===== config.mk =====
export PLATFORM = sky130hd
export DESIGN_NAME = uart_byte_queue_pair_unit
export DESIGN_NICKNAME = d
export VERILOG_FILES = /design/src/rtl/ubqp_pkg.sv /design/src/rtl/ubqp_ctrl.sv /design/src/rtl/ubqp_datapath.sv /design/src/rtl/uart_byte_queue_pair_unit.sv
export SDC_FILE = /design/constraint.sdc
export NUM_CORES = 2
export LEC_CHECK = 0
export ABC_AREA = 0
export CAP_MARGIN = 30
export CORE_UTILIZATION = 40
export DETAILED_ROUTE_END_ITERATION = 10
export DONT_BUFFER_PORTS = 1
export PLACE_DENSITY = 0.56
export SETUP_SLACK_MARGIN = 0.5
export SLEW_MARGIN = 15
export SYNTH_ARGS = -nofsm -noshare
export SYNTH_HDL_FRONTEND = slang
export SYNTH_MEMORY_MAX_BITS = 65536
export SYNTH_SLANG_ARGS = --single-unit

===== constraint.sdc =====
create_clock -name clk -period 23.4 [get_ports clk]
set_input_delay 4.68 -clock clk [delete_from_list [all_inputs] [get_ports clk]]
set_output_delay 4.68 -clock clk [all_outputs]
set_load 0.01 [all_outputs]

===== src/rtl/ubqp_pkg.sv =====
// ----------------------------------------------------------------------------
// ubqp_pkg
// shared types and constants for the uart byte queue pair
// ----------------------------------------------------------------------------
`default_nettype none

package ubqp_pkg;

    localparam int TX_DEPTH = 512;
    localparam int RX_DEPTH = 64;
    localparam int TX_AW    = $clog2(TX_DEPTH);
    localparam int RX_AW    = $clog2(RX_DEPTH);

    typedef enum logic [1:0] {
        ACT_TX_QUEUE = 2'd0,
        ACT_TX_READY = 2'd1,
        ACT_RX_PUSH  = 2'd2,
        ACT_RX_READ  = 2'd3
    } act_t;

    typedef enum logic [1:0] {
        RES_OK       = 2'd0,
        RES_TX_FULL  = 2'd1,
        RES_RX_EMPTY = 2'd2,
        RES_RX_DROP  = 2'd3
    } res_t;

    typedef enum logic [1:0] {
        ST_IDLE,
        ST_EXEC,
        ST_LOAD
    } state_t;

    typedef struct packed {
        logic take;
        logic exec;
        logic tx_push;
        logic tx_pop;
        logic tx_bypass;
        logic idle_set;
        logic idle_clr;
        logic rx_push;
        logic rx_pop;
        res_t res;
        logic load;
    } cmd_t;

    typedef struct packed {
        logic in_valid;
        act_t act;
        logic tx_idle;
        logic tx_full;
        logic tx_empty;
        logic rx_full;
        logic rx_empty;
        logic out_busy;
    } stat_t;

endpackage

`default_nettype wire


===== src/rtl/ubqp_ctrl.sv =====
// ----------------------------------------------------------------------------
// ubqp_ctrl
// sequencer: takes an item, decides the queue operation, loads the result
// ----------------------------------------------------------------------------
`default_nettype none

module ubqp_ctrl (
    input  wire            clk,
    input  wire            rst_n,
    input  ubqp_pkg::stat_t stat,
    output ubqp_pkg::cmd_t  cmd
);
    import ubqp_pkg::*;

    state_t state_reg;
    state_t state_next;

    always_ff @(posedge clk or negedge rst_n)
    begin
        if (!rst_n)
        begin
            state_reg <= ST_IDLE;
        end
        else
        begin
            state_reg <= state_next;
        end
    end

    always_comb
    begin
        state_next = state_reg;
        cmd        = '0;
        cmd.res    = RES_OK;
        case (state_reg)
            ST_IDLE:
            begin
                cmd.take = 1'b1;
                if (stat.in_valid)
                begin
                    state_next = ST_EXEC;
                end
            end
            ST_EXEC:
            begin
                cmd.exec   = 1'b1;
                state_next = ST_LOAD;
                case (stat.act)
                    ACT_TX_QUEUE:
                    begin
                        if (stat.tx_idle)
                        begin
                            cmd.tx_bypass = 1'b1;
                            cmd.idle_clr  = 1'b1;
                        end
                        else if (stat.tx_full)
                        begin
                            cmd.res = RES_TX_FULL;
                        end
                        else
                        begin
                            cmd.tx_push = 1'b1;
                        end
                    end
                    ACT_TX_READY:
                    begin
                        if (stat.tx_empty)
                        begin
                            cmd.idle_set = 1'b1;
                        end
                        else
                        begin
                            cmd.tx_pop = 1'b1;
                        end
                    end
                    ACT_RX_PUSH:
                    begin
                        if (stat.rx_full)
                        begin
                            cmd.res = RES_RX_DROP;
                        end
                        else
                        begin
                            cmd.rx_push = 1'b1;
                        end
                    end
                    default:
                    begin
                        if (stat.rx_empty)
                        begin
                            cmd.res = RES_RX_EMPTY;
                        end
                        else
                        begin
                            cmd.rx_pop = 1'b1;
                        end
                    end
                endcase
            end
            ST_LOAD:
            begin
                if (!stat.out_busy)
                begin
                    cmd.load   = 1'b1;
                    state_next = ST_IDLE;
                end
            end
            default:
            begin
                state_next = ST_IDLE;
            end
        endcase
    end

endmodule

`default_nettype wire


===== src/rtl/ubqp_datapath.sv =====
// ----------------------------------------------------------------------------
// ubqp_datapath
// item register, tx and rx ring memories with pointers, result register
// ----------------------------------------------------------------------------
`default_nettype none

module ubqp_datapath (
    input  wire              clk,
    input  wire              rst_n,
    input  ubqp_pkg::cmd_t   cmd,
    output ubqp_pkg::stat_t  stat,
    input  wire              in_valid,
    input  wire [1:0]        in_act,
    input  wire [7:0]        in_data,
    output logic             m_valid,
    input  wire              m_ready,
    output logic [2:0]       m_user,
    output logic [23:0]      m_data
);
    import ubqp_pkg::*;

    function automatic logic [TX_AW-1:0] tx_inc(input logic [TX_AW-1:0] p);
        tx_inc = (p == TX_AW'(TX_DEPTH - 1)) ? '0 : p + 1'b1;
    endfunction

    function automatic logic [RX_AW-1:0] rx_inc(input logic [RX_AW-1:0] p);
        rx_inc = (p == RX_AW'(RX_DEPTH - 1)) ? '0 : p + 1'b1;
    endfunction

    logic [7:0]       tx_mem [TX_DEPTH];
    logic [7:0]       rx_mem [RX_DEPTH];

    act_t             act_reg;
    logic [7:0]       data_reg;
    logic [TX_AW-1:0] tx_wp_reg;
    logic [TX_AW-1:0] tx_rp_reg;
    logic [RX_AW-1:0] rx_wp_reg;
    logic [RX_AW-1:0] rx_rp_reg;
    logic             tx_idle_reg;
    logic [7:0]       tx_rdata_reg;
    logic [7:0]       rx_rdata_reg;
    res_t             res_reg;
    logic             bypass_reg;
    logic             tx_pop_reg;
    logic             rx_pop_reg;
    logic             m_valid_reg;
    logic [2:0]       m_user_reg;
    logic [23:0]      m_data_reg;
    logic [7:0]       send_byte;
    logic [7:0]       read_byte;

    always_comb
    begin
        stat.in_valid = in_valid;
        stat.act      = act_reg;
        stat.tx_idle  = tx_idle_reg;
        stat.tx_full  = (tx_inc(tx_wp_reg) == tx_rp_reg);
        stat.tx_empty = (tx_wp_reg == tx_rp_reg);
        stat.rx_full  = (rx_inc(rx_wp_reg) == rx_rp_reg);
        stat.rx_empty = (rx_wp_reg == rx_rp_reg);
        stat.out_busy = m_valid_reg && !m_ready;
    end

    // item capture and pending result selection
    always_ff @(posedge clk)
    begin
        if (cmd.take)
        begin
            act_reg  <= act_t'(in_act);
            data_reg <= in_data;
        end
        if (cmd.exec)
        begin
            res_reg    <= cmd.res;
            bypass_reg <= cmd.tx_bypass;
            tx_pop_reg <= cmd.tx_pop;
            rx_pop_reg <= cmd.rx_pop;
        end
    end

    always_ff @(posedge clk or negedge rst_n)
    begin
        if (!rst_n)
        begin
            tx_wp_reg   <= '0;
            tx_rp_reg   <= '0;
            rx_wp_reg   <= '0;
            rx_rp_reg   <= '0;
            tx_idle_reg <= 1'b1;
        end
        else
        begin
            if (cmd.tx_push)
            begin
                tx_wp_reg <= tx_inc(tx_wp_reg);
            end
            if (cmd.tx_pop)
            begin
                tx_rp_reg <= tx_inc(tx_rp_reg);
            end
            if (cmd.rx_push)
            begin
                rx_wp_reg <= rx_inc(rx_wp_reg);
            end
            if (cmd.rx_pop)
            begin
                rx_rp_reg <= rx_inc(rx_rp_reg);
            end
            if (cmd.idle_set)
            begin
                tx_idle_reg <= 1'b1;
            end
            else if (cmd.idle_clr)
            begin
                tx_idle_reg <= 1'b0;
            end
        end
    end

    // ring memories
    always_ff @(posedge clk)
    begin
        if (cmd.tx_push)
        begin
            tx_mem[tx_wp_reg] <= data_reg;
        end
        if (cmd.tx_pop)
        begin
            tx_rdata_reg <= tx_mem[tx_rp_reg];
        end
    end

    always_ff @(posedge clk)
    begin
        if (cmd.rx_push)
        begin
            rx_mem[rx_wp_reg] <= data_reg;
        end
        if (cmd.rx_pop)
        begin
            rx_rdata_reg <= rx_mem[rx_rp_reg];
        end
    end

    // result register
    always_comb
    begin
        send_byte = 8'd0;
        if (bypass_reg)
        begin
            send_byte = data_reg;
        end
        else if (tx_pop_reg)
        begin
            send_byte = tx_rdata_reg;
        end
        read_byte = rx_pop_reg ? rx_rdata_reg : 8'd0;
    end

    always_ff @(posedge clk or negedge rst_n)
    begin
        if (!rst_n)
        begin
            m_valid_reg <= 1'b0;
        end
        else if (cmd.load)
        begin
            m_valid_reg <= 1'b1;
        end
        else if (m_ready)
        begin
            m_valid_reg <= 1'b0;
        end
    end

    always_ff @(posedge clk)
    begin
        if (cmd.load)
        begin
            m_user_reg <= {bypass_reg | tx_pop_reg, res_reg};
            m_data_reg <= {7'd0, tx_idle_reg, read_byte, send_byte};
        end
    end

    assign m_valid = m_valid_reg;
    assign m_user  = m_user_reg;
    assign m_data  = m_data_reg;

endmodule

`default_nettype wire


===== src/rtl/uart_byte_queue_pair_unit.sv =====
// an item is registered, then the queue step runs, then the result loads once the output is not stalled
// one item at a time (take, queue step with memory access, result load); the next take follows the load
// the result register holds a finished result while the next item is taken
// reset: asynchronous active low, clears pointers, sets the transmitter idle flag
// ring memory contents are not cleared; each queue holds at most depth minus one bytes
// ----------------------------------------------------------------------------
// uart_byte_queue_pair_unit
// tx and rx byte ring queues with transmitter bypass, one action per transfer
// ----------------------------------------------------------------------------
`default_nettype none

module uart_byte_queue_pair_unit (
    input  wire         clk,
    input  wire         rst_n,
    input  wire         s_axis_tvalid,
    output logic        s_axis_tready,
    input  wire [7:0]   s_axis_tdata,   // data[7:0]
    input  wire [1:0]   s_axis_tuser,   // action[1:0]
    output logic        m_axis_tvalid,
    input  wire         m_axis_tready,
    output logic [23:0] m_axis_tdata,   // send_byte[7:0], read_byte[15:8], tx_idle_now[16]
    output logic [2:0]  m_axis_tuser    // status[1:0], send_valid[2]
);
    import ubqp_pkg::*;

    cmd_t  cmd;
    stat_t stat;

    ubqp_ctrl u_ctrl (
        .clk   (clk),
        .rst_n (rst_n),
        .stat  (stat),
        .cmd   (cmd)
    );

    ubqp_datapath u_dp (
        .clk      (clk),
        .rst_n    (rst_n),
        .cmd      (cmd),
        .stat     (stat),
        .in_valid (s_axis_tvalid),
        .in_act   (s_axis_tuser),
        .in_data  (s_axis_tdata),
        .m_valid  (m_axis_tvalid),
        .m_ready  (m_axis_tready),
        .m_user   (m_axis_tuser),
        .m_data   (m_axis_tdata)
    );

    // an item is captured only when the sequencer is waiting and the source offers one
    always_comb
    begin
        s_axis_tready = cmd.take;
    end

endmodule

`default_nettype wire


==> key figures <==
GRT
  – First-pass GRT wire length: 725 mm
  – Antenna violations before repair: 29
  – Total gr overflow: 0
  – Vias in the first global route: 91,600
  – Largest net degree at the start of global routing: 206
  – GRT Total Usage: 0.221

Die
  – Full die area: 460,000 µm²
  – Core Region: 454,000 µm²
  – Die height: 678 µm
  – Number of I/O pins: 43
  – FP Rows: 247
  – Initial Utilization: 0.403
  – Die width: 678 µm

CTS
  – # Post-CTS Setup Buffers: 0
  – Worst-path clk slew: 0.06 ns
  – CTS resizes: 0
  – CTS tree: done
  – Root Buffer: clkbuf_16
  – Num CTS Buffers: 469
  – Hold-fix buffers, CTS: 0
  – Clock sinks: 4,693
  – H-tree depth: 5
  – Max Buffers Root-to-Sink: 4
  – Worst-Skew Late Latency: 1.01 ns

Power and ir drop
  – Final Total Pwr: 22,000 µW
  – Clk pwr share: 0.345
  – Int Power: 15,900 µW
  – Leakage: 0.0627 µW
  – Worst IR drop on VDD: 0.111 mV
  – Seq pwr share: 0.449
  – Switching Power: 6060 µW
  – Combinational power share: 0.206
  – Net Sw Frac: 0.276
  – Power Density: 106 nW/µm²

Drt
  – Via/cell ratio: 5.98
  – DR DRC count: 0
  – Drt first pass iters: 8
  – Via count: 90,900
  – Post-route ant nets: 0
  – Avg WL per Cell: 34.0 µm
  – Post-Route WL: 517 mm
  – Initial DRC count: 11,500

Place
  – # placed instances: 14,300
  – Final HPWL from detailed placement: 308 mm
  – Post-DP Area: 190,000 µm²
  – IO Port Bufs: 0
  – Gpl congestion: 0.848

Synth
  – Synth warn: 0
  – Seq/Total Area, Yosys: 0.769
  – Top-count cell post-synth: edfxtp_1
  – Number of synthesized flops with an enable pin: 4,659
  – Area leader, netlist: edfxtp_1
  – Synthesized flop and latch total: 4,693
  – Yosys cell types: 80
  – Synth Area per Inst: 21.3 µm²
  – Post-Syn Area: 183,000 µm²
  – Ys async rst share: 0.00724
  – Synth Flop Type: edfxtp_1
  – Post-synthesis instance total: 8,592
  – Top post-synthesis cells by area: edfxtp_1, mux4_2, mux2i_1
  – Top cell type's share of synthesized area: 0.765
  – Top cells by count, synth: edfxtp_1, mux4_2, nor2_1

Cells and area
  – Nets: 8,855
  – Post-Layout Cell Count: 15,200
  – Fin area: 207,000 µm²
  – Filler instances: 37,400
  – Area delta synth->final: 12.9%
  – Max FFs per register: 4,096
  – Share of layout cells above drive strength 1: 0.247

Timing
  – Max-slew headroom: 0.149
  – Min Hold Slack: 0.527 ns
  – Fin. max-slew vios: 0
  – Fin. Hold Viols: 0
  – Crit share post-route: 0.298
  – Fin Clk Skew: 0.0901 ns
  – Max Fclk: 143 MHz
  – RSZ-0062 raised after global routing: no
  – Final setup vio count: 0
  – Worst slew pin tran: 1.28 ns
  – Minimum clock period: 6.98 ns
  – Final TNS setup: 0 ns

Worst setup path
  – CP max FO: 58
  – Worst r2r path cells: 11
  – Worst Path Required: 24.13 ns
  – WP data arrival: 7.71 ns
  – Critical path type: register to register
  – Crit path capture type: register
  – CP Launch Type: register

Worst hold path
  – Min-delay worst type: register to register
  – Hold depth: 1

Outcome
  – Status: completed

Job
  – Maxcap violations: 0
through the flow:
stage	setup slack (ns)	util
after floorplan	14.90	-
after global placement	16.22	0.418
after detailed placement	16.25	0.420
after CTS	16.23	0.454
after global routing	15.93	0.455
final	16.42	0.455
critical path, cell delays in order (launching register included):
cell and delay, ns:
dfrtp_4 0.87, buf_4 0.80, buf_4 0.88, buf_4 0.66, buf_4 0.75, mux4_2 0.42, mux4_2 0.50, and3_1 0.20
a41oi_1 0.57, o2111ai_1 0.43, a21oi_1 0.36, nor3_1 0.12
placed cells by master (no fill, tap or decap), types with 96 or more instances in the layout:
cell type and n:
o21ai_0 113, nand2_1 269, edfxtp_1 4659, buf_4 244, mux2i_1 283, clkinv_1 115
mux4_2 1152, a21oi_1 96, clkbuf_16 476, nor2_1 655
power by group through the flow:
stage | combinational, µW | sequential (µW) | clock, µW
CTS | 4540 | 9850 | 7670
finish | 4530 | 9850 | 7570
detailed placement | 4530 | 10000 | 0
global route | 4760 | 9850 | 7970
floorplan | 2760 | 10500 | 0
global placement | 4450 | 10000 | 0
per-layer routing:
layer / track usage / share of wire / vias to the layer above
met3: 0.0434 / 0.085 / 766
li1: - / - / 36400
met5: 0 / 0.00017 / -
met1: 0.311 / 0.41 / 49400
met4: 0.0702 / 0.034 / 12
met2: 0.349 / 0.47 / 4438
cell families after synthesis:
| group | Yosys count | share of synthesized area |
|---|---|---|
| other | 1 | 0.0000205 |
| muxes | 1500 | 0.162 |
| and+or+nand+nor | 1153 | 0.0264 |
| DFF | 4693 | 0.769 |
| adders and majority gates | 9 | 0.000616 |
| xor gates and xnor gates | 35 | 0.00175 |
| AOI/OAI and AO/OA | 637 | 0.0241 |
| buffers and inverters | 564 | 0.0160 |
layout make-up:
class	count	area (µm²)	area share
Timing Repair Buffer	314	3130	0.0151
Multi-Input combinational cell	3341	39700	0.192
Clock inverter	309	3130	0.0151
Inverter	13	66.3	0.000321
Clock buffer	565	12300	0.0595
Sequential cell	4693	141000	0.682
Antenna cell	8	20.0	0.0000969
Tap cell	5976	7480	0.0362
final timing paths:
path	from	endpoint	slack [ns]
min in group asynchronous	rst_n	u_dp.rx_rp_reg[4]	3.37
setup / recovery	u_dp.tx_rp_reg[1]	u_dp.tx_rdata_reg[4]	16.42
hold / removal	u_dp.rx_rdata_reg[6]	u_dp.m_data[14]	0.53
max in group asynchronous	rst_n	u_dp.tx_idle_reg	19.74
hold reg to reg	u_dp.rx_rdata_reg[6]	u_dp.m_data[14]	0.53
setup reg to reg	u_dp.tx_rp_reg[1]	u_dp.tx_rdata_reg[4]	16.42
(Power assumes the default switching activity.)
